===== src/rtl/core/asvc_pkg.sv =====
`timescale 1ns / 1ps
// asvc_pkg: shared types, widths and codes for the air spring valve controller
// no dependencies; used by every module under rtl/core

package asvc_pkg;

	localparam int ADC_BITS    = 12;
	localparam int OHM_W       = 10;
	localparam int P_W         = 14;
	localparam int CFG_W       = 14;
	localparam int CFG_IDX_W   = 3;
	localparam int REQ_W       = 3;
	localparam int QUEUE_DEPTH = 2;

	localparam int NUM_W = OHM_W + ADC_BITS;
	localparam int TOP_W = NUM_W + P_W;

	// rail thresholds: raw*330 >= 329*F and raw*330 <= F
	localparam int ADC_FULL = (1 << ADC_BITS) - 1;
	localparam int HI_RAIL  = (329 * ADC_FULL + 329) / 330;
	localparam int LO_RAIL  = ADC_FULL / 330;

	localparam logic [REQ_W-1:0] REQ_SAMPLE  = 3'd0;
	localparam logic [REQ_W-1:0] REQ_INFLATE = 3'd1;
	localparam logic [REQ_W-1:0] REQ_DEFLATE = 3'd2;
	localparam logic [REQ_W-1:0] REQ_HOLD    = 3'd3;
	localparam logic [REQ_W-1:0] REQ_TARGET  = 3'd4;
	localparam logic [REQ_W-1:0] REQ_START   = 3'd5;

	localparam logic [CFG_IDX_W-1:0] CFG_DIVIDER_REF = 3'd0;
	localparam logic [CFG_IDX_W-1:0] CFG_SENSOR_LOW  = 3'd1;
	localparam logic [CFG_IDX_W-1:0] CFG_SENSOR_HIGH = 3'd2;
	localparam logic [CFG_IDX_W-1:0] CFG_FULL_SCALE  = 3'd3;
	localparam logic [CFG_IDX_W-1:0] CFG_BAG_MAX     = 3'd4;
	localparam logic [CFG_IDX_W-1:0] CFG_BAG_MIN     = 3'd5;
	localparam logic [CFG_IDX_W-1:0] CFG_TOLERANCE   = 3'd6;

	typedef enum logic [2:0] {
		OP_SAMPLE  = 3'd0,
		OP_INFLATE = 3'd1,
		OP_DEFLATE = 3'd2,
		OP_HOLD    = 3'd3,
		OP_TARGET  = 3'd4,
		OP_START   = 3'd5,
		OP_NONE    = 3'd6
	} op_t;

	typedef enum logic [1:0] {
		MODE_HOLD    = 2'd0,
		MODE_INFLATE = 2'd1,
		MODE_DEFLATE = 2'd2
	} mode_t;

	typedef struct packed {
		logic [REQ_W-1:0]    req_type;
		logic [ADC_BITS-1:0] adc_sample;
		logic [P_W-1:0]      target_request;
	} in_t;

	typedef struct packed {
		logic           inflate_open;
		logic           deflate_open;
		logic [P_W-1:0] pressure_now;
		logic [P_W-1:0] target_now;
		logic           at_target;
	} out_t;

	typedef struct packed {
		op_t                 op;
		logic                conv;
		logic [ADC_BITS-1:0] adc_sample;
		logic [P_W-1:0]      target_request;
	} cmd_t;

	typedef struct packed {
		logic [OHM_W-1:0] divider_ref_ohms;
		logic [OHM_W-1:0] sensor_low_ohms;
		logic [OHM_W-1:0] sensor_high_ohms;
		logic [P_W-1:0]   full_scale_pressure;
		logic [P_W-1:0]   bag_max_pressure;
		logic [P_W-1:0]   bag_min_pressure;
		logic [P_W-1:0]   target_tolerance;
	} cfg_t;

endpackage


===== src/rtl/core/asvc_front.sv =====
`timescale 1ns / 1ps
// asvc_front: accepts transactions, decodes the request code and queues commands
// depends on asvc_pkg

module asvc_front #(
	parameter int DEPTH = asvc_pkg::QUEUE_DEPTH
) (
	input  logic                clk,
	input  logic                arst_n,
	input  logic                push,
	output logic                full,
	input  asvc_pkg::in_t       req,
	output logic                q_valid,
	input  logic                q_pop,
	output asvc_pkg::cmd_t      q_cmd
);

	localparam int PTR_W = $clog2(DEPTH);
	localparam int CNT_W = $clog2(DEPTH + 1);

	asvc_pkg::cmd_t   mem_q [DEPTH];
	asvc_pkg::cmd_t   dec;
	logic [PTR_W-1:0] wr_ptr_q;
	logic [PTR_W-1:0] rd_ptr_q;
	logic [CNT_W-1:0] count_q;
	logic             do_push;
	logic             do_pop;

	always_comb begin
		case (req.req_type)
			asvc_pkg::REQ_SAMPLE:  dec.op = asvc_pkg::OP_SAMPLE;
			asvc_pkg::REQ_INFLATE: dec.op = asvc_pkg::OP_INFLATE;
			asvc_pkg::REQ_DEFLATE: dec.op = asvc_pkg::OP_DEFLATE;
			asvc_pkg::REQ_HOLD:    dec.op = asvc_pkg::OP_HOLD;
			asvc_pkg::REQ_TARGET:  dec.op = asvc_pkg::OP_TARGET;
			asvc_pkg::REQ_START:   dec.op = asvc_pkg::OP_START;
			default:               dec.op = asvc_pkg::OP_NONE;
		endcase
		dec.conv           = req.req_type inside {asvc_pkg::REQ_SAMPLE, asvc_pkg::REQ_START};
		dec.adc_sample     = req.adc_sample;
		dec.target_request = req.target_request;
	end

	assign full    = count_q == CNT_W'(DEPTH);
	assign q_valid = count_q != '0;
	assign q_cmd   = mem_q[rd_ptr_q];
	assign do_push = push && !full;
	assign do_pop  = q_pop && q_valid;

	always_ff @(posedge clk) begin
		if (do_push) begin
			mem_q[wr_ptr_q] <= dec;
		end
	end

	always_ff @(posedge clk or negedge arst_n) begin
		if (!arst_n) begin
			wr_ptr_q <= '0;
			rd_ptr_q <= '0;
			count_q  <= '0;
		end else begin
			if (do_push) begin
				wr_ptr_q <= (wr_ptr_q == PTR_W'(DEPTH - 1)) ? '0 : wr_ptr_q + 1'b1;
			end
			if (do_pop) begin
				rd_ptr_q <= (rd_ptr_q == PTR_W'(DEPTH - 1)) ? '0 : rd_ptr_q + 1'b1;
			end
			if (do_push && !do_pop) begin
				count_q <= count_q + 1'b1;
			end else if (do_pop && !do_push) begin
				count_q <= count_q - 1'b1;
			end
		end
	end

endmodule


===== src/rtl/core/asvc_conv.sv =====
`timescale 1ns / 1ps
// asvc_conv: converts a raw sample to pressure through the divider formula
// uses registered multipliers and a restoring divider; depends on asvc_pkg

module asvc_conv (
	input  logic                          clk,
	input  logic                          arst_n,
	input  logic                          start,
	input  logic [asvc_pkg::ADC_BITS-1:0] raw,
	input  asvc_pkg::cfg_t                cfg,
	output logic                          done,
	output logic [asvc_pkg::P_W-1:0]      pressure
);

	localparam int ADC_W   = asvc_pkg::ADC_BITS;
	localparam int P_W     = asvc_pkg::P_W;
	localparam int NUM_W   = asvc_pkg::NUM_W;
	localparam int TOP_W   = asvc_pkg::TOP_W;
	localparam int CNT_W   = $clog2(P_W);
	localparam int OHM_W_L = asvc_pkg::OHM_W;

	typedef enum logic [4:0] {
		C_IDLE  = 5'b00001,
		C_MUL   = 5'b00010,
		C_CMP   = 5'b00100,
		C_SCALE = 5'b01000,
		C_DIV   = 5'b10000
	} cstate_t;

	cstate_t          state_q;
	logic [ADC_W-1:0] raw_q;
	logic [NUM_W-1:0] num_q;
	logic [NUM_W-1:0] lorem_q;
	logic [NUM_W-1:0] hirem_q;
	logic [NUM_W-1:0] bot_q;
	logic [NUM_W-1:0] diff_q;
	logic [TOP_W-1:0] r_q;
	logic [TOP_W-1:0] dsr_q;
	logic [P_W-1:0]   quo_q;
	logic [CNT_W-1:0] cnt_q;
	logic             done_q;
	logic [P_W-1:0]   pressure_q;
	logic [ADC_W-1:0] rem;
	logic [OHM_W_L-1:0] span;
	logic             ge;
	logic             early;

	assign rem  = ADC_W'(asvc_pkg::ADC_FULL) - raw_q;
	assign span = cfg.sensor_high_ohms - cfg.sensor_low_ohms;
	assign ge   = r_q >= dsr_q;

	// result known without the divider
	assign early = cfg.sensor_high_ohms <= cfg.sensor_low_ohms ||
		raw_q >= ADC_W'(asvc_pkg::HI_RAIL) || raw_q <= ADC_W'(asvc_pkg::LO_RAIL) ||
		num_q <= lorem_q || num_q >= hirem_q;

	assign done     = done_q;
	assign pressure = pressure_q;

	always_ff @(posedge clk) begin
		case (state_q)
			C_IDLE: begin
				if (start) begin
					raw_q <= raw;
				end
			end
			C_MUL: begin
				num_q   <= NUM_W'(cfg.divider_ref_ohms) * NUM_W'(raw_q);
				lorem_q <= NUM_W'(cfg.sensor_low_ohms) * NUM_W'(rem);
				hirem_q <= NUM_W'(cfg.sensor_high_ohms) * NUM_W'(rem);
				bot_q   <= NUM_W'(span) * NUM_W'(rem);
			end
			C_CMP: begin
				diff_q <= num_q - lorem_q;
			end
			C_SCALE: begin
				r_q   <= TOP_W'(diff_q) * TOP_W'(cfg.full_scale_pressure);
				dsr_q <= TOP_W'(bot_q) << (P_W - 1);
			end
			C_DIV: begin
				if (ge) begin
					r_q <= r_q - dsr_q;
				end
				dsr_q <= dsr_q >> 1;
				quo_q <= {quo_q[P_W-2:0], ge};
			end
			default: begin
			end
		endcase
	end

	always_ff @(posedge clk or negedge arst_n) begin
		if (!arst_n) begin
			state_q    <= C_IDLE;
			cnt_q      <= '0;
			done_q     <= 1'b0;
			pressure_q <= '0;
		end else begin
			done_q <= (state_q == C_CMP && early) || (state_q == C_DIV && cnt_q == '0);
			case (state_q)
				C_IDLE: begin
					if (start) begin
						state_q <= C_MUL;
					end
				end
				C_MUL: begin
					state_q <= C_CMP;
				end
				C_CMP: begin
					if (cfg.sensor_high_ohms <= cfg.sensor_low_ohms) begin
						pressure_q <= '0;
						state_q    <= C_IDLE;
					end else if (raw_q >= ADC_W'(asvc_pkg::HI_RAIL)) begin
						pressure_q <= cfg.full_scale_pressure;
						state_q    <= C_IDLE;
					end else if (raw_q <= ADC_W'(asvc_pkg::LO_RAIL) || num_q <= lorem_q) begin
						pressure_q <= '0;
						state_q    <= C_IDLE;
					end else if (num_q >= hirem_q) begin
						pressure_q <= cfg.full_scale_pressure;
						state_q    <= C_IDLE;
					end else begin
						state_q <= C_SCALE;
					end
				end
				C_SCALE: begin
					cnt_q   <= CNT_W'(P_W - 1);
					state_q <= C_DIV;
				end
				C_DIV: begin
					if (cnt_q == '0) begin
						pressure_q <= {quo_q[P_W-2:0], ge};
						state_q    <= C_IDLE;
					end else begin
						cnt_q <= cnt_q - 1'b1;
					end
				end
				default: begin
					state_q <= C_IDLE;
				end
			endcase
		end
	end

endmodule


===== src/rtl/core/asvc_back.sv =====
`timescale 1ns / 1ps
// asvc_back: executes queued commands, holds valve mode, pressure and target
// instantiates asvc_conv and holds the result register; depends on asvc_pkg

module asvc_back (
	input  logic               clk,
	input  logic               arst_n,
	input  asvc_pkg::cfg_t     cfg,
	input  logic               q_valid,
	output logic               q_pop,
	input  asvc_pkg::cmd_t     q_cmd,
	output logic               empty,
	input  logic               pop,
	output asvc_pkg::out_t     res
);

	localparam int P_W = asvc_pkg::P_W;

	typedef enum logic [3:0] {
		B_IDLE = 4'b0001,
		B_EXEC = 4'b0010,
		B_CONV = 4'b0100,
		B_EMIT = 4'b1000
	} bstate_t;

	bstate_t          state_q;
	asvc_pkg::cmd_t   cmd_q;
	asvc_pkg::mode_t  mode_q;
	logic [P_W-1:0]   pressure_q;
	logic [P_W-1:0]   target_q;
	asvc_pkg::out_t   res_q;
	logic             res_valid_q;
	logic             conv_start;
	logic             conv_done;
	logic [P_W-1:0]   conv_p;
	logic [P_W-1:0]   want_lo;
	logic [P_W-1:0]   want;
	logic [P_W-1:0]   diff;
	logic             slot_free;
	asvc_pkg::out_t   res_d;

	asvc_conv u_conv (
		.clk      (clk),
		.arst_n   (arst_n),
		.start    (conv_start),
		.raw      (cmd_q.adc_sample),
		.cfg      (cfg),
		.done     (conv_done),
		.pressure (conv_p)
	);

	assign q_pop      = state_q == B_IDLE && q_valid;
	assign conv_start = state_q == B_EXEC && cmd_q.conv;
	assign slot_free  = !res_valid_q || pop;
	assign empty      = !res_valid_q;
	assign res        = res_q;

	// floor first, ceiling second
	assign want_lo = (cmd_q.target_request < cfg.bag_min_pressure) ?
		cfg.bag_min_pressure : cmd_q.target_request;
	assign want    = (want_lo > cfg.bag_max_pressure) ? cfg.bag_max_pressure : want_lo;

	assign diff = (pressure_q >= target_q) ? pressure_q - target_q : target_q - pressure_q;

	always_comb begin
		res_d.inflate_open = mode_q == asvc_pkg::MODE_INFLATE;
		res_d.deflate_open = mode_q == asvc_pkg::MODE_DEFLATE;
		res_d.pressure_now = pressure_q;
		res_d.target_now   = target_q;
		res_d.at_target    = diff <= cfg.target_tolerance;
	end

	always_ff @(posedge clk) begin
		if (q_pop) begin
			cmd_q <= q_cmd;
		end
		if (state_q == B_EMIT && slot_free) begin
			res_q <= res_d;
		end
	end

	always_ff @(posedge clk or negedge arst_n) begin
		if (!arst_n) begin
			state_q     <= B_IDLE;
			mode_q      <= asvc_pkg::MODE_HOLD;
			pressure_q  <= '0;
			target_q    <= '0;
			res_valid_q <= 1'b0;
		end else begin
			if (state_q == B_EMIT && slot_free) begin
				res_valid_q <= 1'b1;
			end else if (pop && res_valid_q) begin
				res_valid_q <= 1'b0;
			end
			case (state_q)
				B_IDLE: begin
					if (q_valid) begin
						state_q <= B_EXEC;
					end
				end
				B_EXEC: begin
					if (cmd_q.conv) begin
						state_q <= B_CONV;
					end else begin
						state_q <= B_EMIT;
						case (cmd_q.op)
							asvc_pkg::OP_INFLATE: begin
								if (pressure_q < cfg.bag_max_pressure) begin
									mode_q <= asvc_pkg::MODE_INFLATE;
								end
							end
							asvc_pkg::OP_DEFLATE: mode_q   <= asvc_pkg::MODE_DEFLATE;
							asvc_pkg::OP_HOLD:    mode_q   <= asvc_pkg::MODE_HOLD;
							asvc_pkg::OP_TARGET:  target_q <= want;
							default: begin
							end
						endcase
					end
				end
				B_CONV: begin
					if (conv_done) begin
						state_q    <= B_EMIT;
						pressure_q <= conv_p;
						if (cmd_q.op == asvc_pkg::OP_START) begin
							mode_q   <= asvc_pkg::MODE_HOLD;
							target_q <= conv_p;
						end else if (mode_q == asvc_pkg::MODE_INFLATE &&
							conv_p >= cfg.bag_max_pressure) begin
							mode_q <= asvc_pkg::MODE_HOLD;
						end else if (mode_q == asvc_pkg::MODE_DEFLATE &&
							conv_p <= cfg.bag_min_pressure) begin
							mode_q <= asvc_pkg::MODE_HOLD;
						end
					end
				end
				B_EMIT: begin
					if (slot_free) begin
						state_q <= B_IDLE;
					end
				end
				default: begin
					state_q <= B_IDLE;
				end
			endcase
		end
	end

endmodule


===== src/rtl/core/air_spring_valve_controller_unit.sv =====
`timescale 1ns / 1ps
// air_spring_valve_controller_unit: top level with configuration registers
// instantiates asvc_front and asvc_back; depends on asvc_pkg

// Each request transaction yields exactly one result transaction showing valve
// drive, pressure, target and the at-target flag. Requests enter a command
// queue (QUEUE_DEPTH entries) and are executed one at a time. Inflate,
// deflate, hold, set target and unused codes go from the execute state to the
// emit state. Sample and start run the pressure conversion: four registered
// products, a compare, a scaling product and a 14-step restoring divider. A reading
// on a rail or outside the sensor range skips the divider. A result that is not
// popped stalls execution and then the input. Write the configuration registers
// only while no transaction is outstanding.

module air_spring_valve_controller_unit #(
	parameter int QUEUE_DEPTH = asvc_pkg::QUEUE_DEPTH
) (
	input  logic                           clk,
	input  logic                           arst_n,
	input  logic                           push,
	output logic                           full,
	input  asvc_pkg::in_t                  req,
	output logic                           empty,
	input  logic                           pop,
	output asvc_pkg::out_t                 res,
	input  logic                           cfg_write,
	input  logic [asvc_pkg::CFG_IDX_W-1:0] cfg_index,
	input  logic [asvc_pkg::CFG_W-1:0]     cfg_data
);

	localparam int OHM_W = asvc_pkg::OHM_W;
	localparam int P_W   = asvc_pkg::P_W;

	asvc_pkg::cfg_t cfg_q;
	asvc_pkg::cmd_t q_cmd;
	logic           q_valid;
	logic           q_pop;

	always_ff @(posedge clk or negedge arst_n) begin
		if (!arst_n) begin
			cfg_q.divider_ref_ohms    <= OHM_W'(100);
			cfg_q.sensor_low_ohms     <= OHM_W'(10);
			cfg_q.sensor_high_ohms    <= OHM_W'(180);
			cfg_q.full_scale_pressure <= P_W'(15000);
			cfg_q.bag_max_pressure    <= P_W'(15000);
			cfg_q.bag_min_pressure    <= '0;
			cfg_q.target_tolerance    <= P_W'(100);
		end else if (cfg_write) begin
			case (cfg_index)
				asvc_pkg::CFG_DIVIDER_REF: cfg_q.divider_ref_ohms    <= cfg_data[OHM_W-1:0];
				asvc_pkg::CFG_SENSOR_LOW:  cfg_q.sensor_low_ohms     <= cfg_data[OHM_W-1:0];
				asvc_pkg::CFG_SENSOR_HIGH: cfg_q.sensor_high_ohms    <= cfg_data[OHM_W-1:0];
				asvc_pkg::CFG_FULL_SCALE:  cfg_q.full_scale_pressure <= cfg_data[P_W-1:0];
				asvc_pkg::CFG_BAG_MAX:     cfg_q.bag_max_pressure    <= cfg_data[P_W-1:0];
				asvc_pkg::CFG_BAG_MIN:     cfg_q.bag_min_pressure    <= cfg_data[P_W-1:0];
				asvc_pkg::CFG_TOLERANCE:   cfg_q.target_tolerance    <= cfg_data[P_W-1:0];
				default: begin
				end
			endcase
		end
	end

	asvc_front #(
		.DEPTH (QUEUE_DEPTH)
	) u_front (
		.clk     (clk),
		.arst_n  (arst_n),
		.push    (push),
		.full    (full),
		.req     (req),
		.q_valid (q_valid),
		.q_pop   (q_pop),
		.q_cmd   (q_cmd)
	);

	asvc_back u_back (
		.clk     (clk),
		.arst_n  (arst_n),
		.cfg     (cfg_q),
		.q_valid (q_valid),
		.q_pop   (q_pop),
		.q_cmd   (q_cmd),
		.empty   (empty),
		.pop     (pop),
		.res     (res)
	);

endmodule

===== config.mk =====
export PLATFORM = sky130hd
export DESIGN_NAME = air_spring_valve_controller_unit
export DESIGN_NICKNAME = d
export VERILOG_FILES = /design/src/rtl/core/asvc_pkg.sv /design/src/rtl/core/asvc_front.sv /design/src/rtl/core/asvc_conv.sv /design/src/rtl/core/asvc_back.sv /design/src/rtl/core/air_spring_valve_controller_unit.sv
export SDC_FILE = /design/constraint.sdc
export NUM_CORES = 2
export LEC_CHECK = 0
export BUFFER_PORTS_ARGS = -buffer_cell sky130_fd_sc_hd__clkbuf_2
export CAP_MARGIN = 5
export CORE_ASPECT_RATIO = 1.2
export CORE_MARGIN = 5
export CORE_UTILIZATION = 55
export CTS_CLUSTER_DIAMETER = 30
export CTS_CLUSTER_SIZE = 20
export DETAILED_ROUTE_END_ITERATION = 10
export GPL_ROUTABILITY_DRIVEN = 0
export PLACE_DENSITY = 0.8
export SYNTH_ARGS = -nofsm -noshare
export SYNTH_HDL_FRONTEND = slang
export SYNTH_SLANG_ARGS = --single-unit

===== constraint.sdc =====
create_clock -name clk -period 7 [get_ports clk]
set_input_delay 1.75 -clock clk [delete_from_list [all_inputs] [get_ports clk]]
set_output_delay 1.75 -clock clk [all_outputs]
set_load 0.1 [all_outputs]

# After elaboration in Yosys (flattened, before gate mapping)
# Memory sizes are Yosys's and may differ from the RTL's. A register that Yosys moved wholly into a read port is not among the register bits.
# Cells that the tools add are included.
classes:
  n_addsub: 11
  multipliers: 5
  n_lt_le_gt_ge: 13
  n_eq_ne: 42
  n_mux: 48
  reduce_logical: 49
op_table:
  columns: ["operator", "n"]
  rows:
  - ["14-bit two-way mux", 12]
  - ["36-bit one-hot mux with 2 select lines", 2]
  - ["10-bit by 12-bit multiplier with 22-bit output", 4]
  - ["14-bit one-hot mux with 2 select lines", 2]
  - ["36-bit >= comparator", 1]
  - ["22-bit by 14-bit multiplier with 36-bit output", 1]
  - ["36-bit two-way mux", 1]
  - ["4-bit two-way mux", 9]
  - ["36-bit subtractor", 1]
  - ["14-bit >= comparator", 2]
  - ["14-bit <= comparator", 2]
  - ["14-bit less-than comparator", 2]
  - ["14-bit subtractor", 2]
  - ["5-bit one-hot mux with 5 select lines", 1]
  - ["2-bit AND reduction", 12]
  - ["22-bit >= comparator", 1]
  - ["22-bit <= comparator", 1]
  - ["22-bit subtractor", 1]
  - ["3-bit equality test, second input constant", 7]
  - ["3-bit by 2-bit equality test with 1-bit output, second input constant", 6]
  - ["3-bit one-hot mux with 6 select lines", 1]
  - ["2-bit two-way mux", 8]
  - ["4-bit one-hot mux with 4 select lines", 1]
  - ["14-bit greater-than comparator", 1]
  - ["other kinds (41)", 87]
totals:
  reg_bits: 387
  mem_bits_rw: 60
  in_bits: 51
  out_inout_bits: 33
  word_cells: 202
  mem_count: 1
mem_list:
  columns: ["name", "words", "width", "read_ports", "rd_ports_with_merged_regs", "wr", "line_no", "text"]
  rows:
  - ["u_front.mem_q", 2, 30, 1, 1, 1, "asvc_front.sv:21", "asvc_pkg::cmd_t mem_q [DEPTH];"]

# Logic depth before layout (Yosys ltp)
logic_depth:
  depth_word: 7
  ltp_mapped: 33
  mapped_depth_nobuf: 31

# By module
# A second synthesis with hierarchy kept.
unflattened:
  hier_cells: 5003
  hier_area_um2: 50199.4
by_module_without_submodules:
  columns: ["mod", "instances", "cells_each", "area_each_um2", "seq_area_each_um2"]
  rows:
  - ["asvc_conv", 1, 3950, 37143.1, 6787.8]
  - ["asvc_back", 1, 749, 7364.6, 2708.8]
  - ["air_spring_valve_controller_unit", 1, 187, 3288.2, 2184.6]
  - ["asvc_front", 1, 117, 2403.6, 1901.8]

# Worst setup path after synthesis
# No wires, ideal clock.
synth_timing:
  path_type: "register -> register"
  start: "reg cfg_q[67] (netlist bit)"
  end: "reg u_back.u_conv.bot_q[21] (data pin)"
  setup_ps: 261
  t_arrival_ps: 7257
  required_time_ps: 6739
  setup_slack_ps: -518
  path_stages_with_launch: 31
  path_buffers: 1
  period_less_slack_ps: 7518
  path_cell_list: "dfstp_2 -> inv_1 -> ha_1 -> nor2b_1 -> o21ai_0 -> a21boi_0 -> o21ai_0 -> a21oi_1 -> o21a_1 -> o21ai_0 -> nor4b_1 -> a311oi_1 -> clkbuf_1 -> or2_2 -> fa_1 -> fa_1 -> inv_1 -> fa_1 -> fa_1 -> inv_1 -> fa_1 -> inv_1 -> ha_1 -> nand3_1 -> o31ai_1 -> a41oi_1 -> a2111oi_0 -> o21ai_0 -> a21boi_0 -> nor4_1 -> a311o_1"
synth_between:
  elab_chain_len: 2
synth_rtl:
  columns: ["element", "line_no", "text"]
  rows:
  - ["start, declared", "air_spring_valve_controller_unit.sv:34", "asvc_pkg::cfg_t cfg_q;"]
  - ["10-bit subtractor", "asvc_conv.sv:49", "assign span = cfg.sensor_high_ohms - cfg.sensor_low_ohms;"]
  - ["10-bit by 12-bit multiplier with 22-bit output", "asvc_conv.sv:71", "bot_q <= NUM_W'(span) * NUM_W'(rem);"]
  - ["end signal, assigned", "asvc_conv.sv:71", null]
  - ["end, declared", "asvc_conv.sv:35", "logic [NUM_W-1:0] bot_q;"]
# No other way between the ends.
# A chain may end at the register's enable or synchronous reset.

# Worst setup path after layout
# Same ends and word-level chain as after synthesis.

==> results list <==
- Across the run, the number of max-cap violations was 0.
* Detail Route Antenna Nets: 0
* Hold crit path type: reg2reg
* IO Port Bufs: 83
- In the post-route analysis, the smallest setup slack over all paths is -0.123 ns.
- Synthesis produced a netlist whose cell count is 4962.
* Die height: 339 um
- Placed instance count: 6154
- With fillers left out, the area of the finished cells amounts to 55400 um2.
- The H-tree was split into 3 levels.
- Width of the chip: 284 um
* Count of flip-flops with a built-in enable after synthesis: 327
* Overall global routing resource usage: 26.3%
- Nets: 6239
- Number of buffers created by CTS: between 90 and 100
- Routed vias/inst: approximately 5.8
* Clock-pin slew on the worst setup and hold paths: 0.05 ns
- STA classifies the critical path startpoint as a flop.
- Maximum fanout encountered on the critical timing path: 3
- Layout cell share with drive strength beyond 1: 12.5%
* Pre-Repair DR Iteration Count: 6
- Largest stage delay on the critical path: roughly 0.58 ns
- TritonCTS clock tree: yes
- The detailed router placed 37100 vias in this run.
* Yosys warnings: 0
- The floorplan step defined a die boundary enclosing approximately 96000 um2.
- Area of placed instances: approximately 52000 um2
- In the synthesized netlist, the cells that appear most often are 801 x sky130_fd_sc_hd__inv_1, 554 x sky130_fd_sc_hd__fa_1, 528 x sky130_fd_sc_hd__ha_1, 436 x sky130_fd_sc_hd__nand2_1, 327 x sky130_fd_sc_hd__edfxtp_1.
- Outcome: complete, but fails checks
- The area growth from synthesis to layout is 11.8%.
- Pin count of the biggest net entering global routing: 98
- By startpoint and endpoint, the worst setup path is classified as reg2reg.
* Number of global-route vias before repair: 38800
* Portion of the post-synthesis area used by sequential elements: 27.4%
- After the first detailed-routing iteration, the DRC count stood at 2819.
- Timing would allow up to 140 MHz.
- Setup tns final: -0.123 ns
* Number of rows created at floorplan: 120
- Data on the critical path arrives at its endpoint at roughly 7.5 ns.
- Subtracting the final worst setup slack from the clock period gives roughly 7.1 ns.
- HPWL after DPL: 96600 um
* Initial antenna violation count: 7
- The clock passes through at most 3 buffers.
- Starting utilization of the core area: between 50% and 60%
- Counting distinct cell types in the post-synthesis netlist gives 81.
- For this run, asynchronously set or reset flops after synthesis account for 31.3%.
- The synthesized design contains 476 register bits.
* Net count of the mapped netlist: 6095
* Violated checks: negative setup slack
- The share of synthesized area in the top cell type comes to 22.4%.
- Number of hold violations in the final report: 0
* Insertion delay to the later sink of the worst-skew pair: 0.68 ns
* Cell Area, Synth: just under 50000 um2
- Synthesized area per cell: 9.99 um2
* Count of fill cells added during filler insertion: ~6700
- Final Routed Wirelength: 127000 um
* Measured slew at the worst slew-check pin: 1.26 ns
* Overflow left after global routing: 0
- Crit path required time: 7.41 ns
- Final Skew: between 0.07 and 0.08 ns
- In the routed design, unresolved DRC markers number 0.
- Unrepaired setup endpoints after global routing: yes
- Among the stages of the critical path, the cell type that occurs most often is sky130_fd_sc_hd__fa_1.
- Placement-stage worst setup slack: -0.270 ns
- The final number of max-transition violations came to 0.
- In the synthesized netlist the dominant register cell turns out to be sky130_fd_sc_hd__edfxtp_1.
* Cell class contributing the biggest share of worst-path delay: adder cells
* Number of hold buffers added after cts: 0
- Excluding fillers, the count of instances in the completed layout stands at roughly 6300.
- Setup violations remaining at the end of the flow were counted as 1.
* Type of element capturing the critical path: flop
- Dominant cell by count in the synthesized netlist: sky130_fd_sc_hd__inv_1
- Of the available clock period, the critical path in the final layout requires 102%.
* Most area-hungry cell type in the Yosys netlist: sky130_fd_sc_hd__fa_1
- Headroom to the max-slew limit came out at roughly 16%.
- Drt wl/cell: 20.1 um
* Count of pins on the block boundary: 84
* CTS sink count: 476
- Buf/Inv on CP: 4
* Core box area: slightly below 90000 um2
* Critical-path top delay cell: sky130_fd_sc_hd__fa_1
- Wire length of the first global-routing pass: 204000 um
- The root buffer cell chosen for the clock tree is sky130_fd_sc_hd__clkbuf_16.
- Ranked by total cell area, the synthesized netlist is headed by sky130_fd_sc_hd__fa_1 22%, sky130_fd_sc_hd__edfxtp_1 20%, sky130_fd_sc_hd__ha_1 13%, sky130_fd_sc_hd__dfrtp_1 6.1%, sky130_fd_sc_hd__inv_1 6.1%.
## final cells by class
class / count / area [um2] / area share, %
Timing Repair Buffer: 240 / 1620 / 2.92
Clock buffer: 120 / 2570 / 4.64
Inverter: 801 / 3010 / 5.43
Multi-Input combinational cell: 3494 / 32500 / 58.7
Antenna cell: 2 / 5.00 / 0.00903
Sequential cell: 476 / 13600 / 24.5
Clock inverter: 53 / 661 / 1.19
Tap cell: 1159 / 1450 / 2.62
## what timing repair did
item	CTS	global route
endpoints found under the setup margin	2	12
pin swaps	22	13
resized for setup	18	22
buffers inserted	10	9
## cell families after synthesis
| family | Yosys count | share of synthesized area, % |
|---|---|---|
| AND/OR/NAND/NOR | 1422 | 14.2 |
| AO/OA/AOI/OAI | 667 | 8.68 |
| buffers and inverters | 992 | 7.56 |
| multiplexers | 151 | 3.37 |
| adder cells (fa/ha/maj) | 1082 | 35.7 |
| flip-flops | 476 | 27.4 |
| XOR/XNOR | 172 | 3.04 |
## routing by layer
layer	share of wire, %	GRT usage (%)
met1	38	32.3
met2	48	44.1
met3	8.1	4.89
met4	6.7	14.5
met5	0	0
## placed cells by master (no fill, tap or decap), types with 39 or more instances in the layout
| cell type | Yosys | final |
|---|---|---|
| sky130_fd_sc_hd__clkbuf_16 | 0 | 94 |
| sky130_fd_sc_hd__clkbuf_2 | 0 | 82 |
| sky130_fd_sc_hd__a21o_1 | 84 | 84 |
| sky130_fd_sc_hd__ha_1 | 528 | 524 |
| sky130_fd_sc_hd__a21oi_1 | 167 | 162 |
| sky130_fd_sc_hd__and2_1 | 185 | 184 |
| sky130_fd_sc_hd__o21a_1 | 40 | 40 |
| sky130_fd_sc_hd__nand2_1 | 436 | 436 |
| sky130_fd_sc_hd__nor3_1 | 54 | 52 |
| sky130_fd_sc_hd__mux2_2 | 123 | 123 |
| sky130_fd_sc_hd__xor2_1 | 50 | 50 |
| sky130_fd_sc_hd__nor2_1 | 285 | 280 |
| sky130_fd_sc_hd__fa_1 | 554 | 553 |
| sky130_fd_sc_hd__buf_4 | 3 | 154 |
| sky130_fd_sc_hd__xnor2_1 | 122 | 122 |
| sky130_fd_sc_hd__nor2b_1 | 100 | 98 |
| sky130_fd_sc_hd__nand2b_1 | 177 | 177 |
| sky130_fd_sc_hd__edfxtp_1 | 327 | 327 |
| sky130_fd_sc_hd__o21ai_0 | 174 | 166 |
| sky130_fd_sc_hd__nand4_1 | 39 | 39 |
| sky130_fd_sc_hd__inv_1 | 801 | 796 |
| sky130_fd_sc_hd__dfrtp_1 | 121 | 120 |
## registers in the layout, indices dropped and copies added (netlist names), 30 cells and up
name	count
u_back.res	31
u_back.cmd_q	30
cfg_q	86
u_front.mem_q	60
u_back.u_conv.dsr_q	35
u_back.u_conv.r_q	36
## through the flow
stage | util [%] | hold slack (ns)
3_3_place_gp | 58.1 | 0.401
6_report | 62.0 | 0.416
5_1_grt | 62.0 | 0.432
2_1_floorplan | - | 0.400
3_5_place_dp | 58.1 | 0.406
4_1_cts | 61.9 | 0.419
## worst paths after layout
path	start	end	slack, ns	cells after the start
max in group asynchronous	arst_n	cfg_q[44]$_DFFE_PN0P_	4.32	2
min in group asynchronous	arst_n	u_front.rd_ptr_q$_DFFE_PN0P_	1.22	1
worst min register to register	u_back.cmd_q[22]$_DFFE_PP_	u_back.u_conv.raw_q[8]$_DFFE_PP_	0.42	0
worst min-delay path	u_back.cmd_q[22]$_DFFE_PP_	u_back.u_conv.raw_q[8]$_DFFE_PP_	0.42	0
worst max register to register	cfg_q[67]$_DFFE_PN1P_	u_back.u_conv.bot_q[21]$_DFFE_PP_	-0.12	28
worst max-delay path	cfg_q[67]$_DFFE_PN1P_	u_back.u_conv.bot_q[21]$_DFFE_PP_	-0.12	28
Power is not shown: default switching activity piles up to over one toggle a cycle in this logic, so the estimate is an artifact.
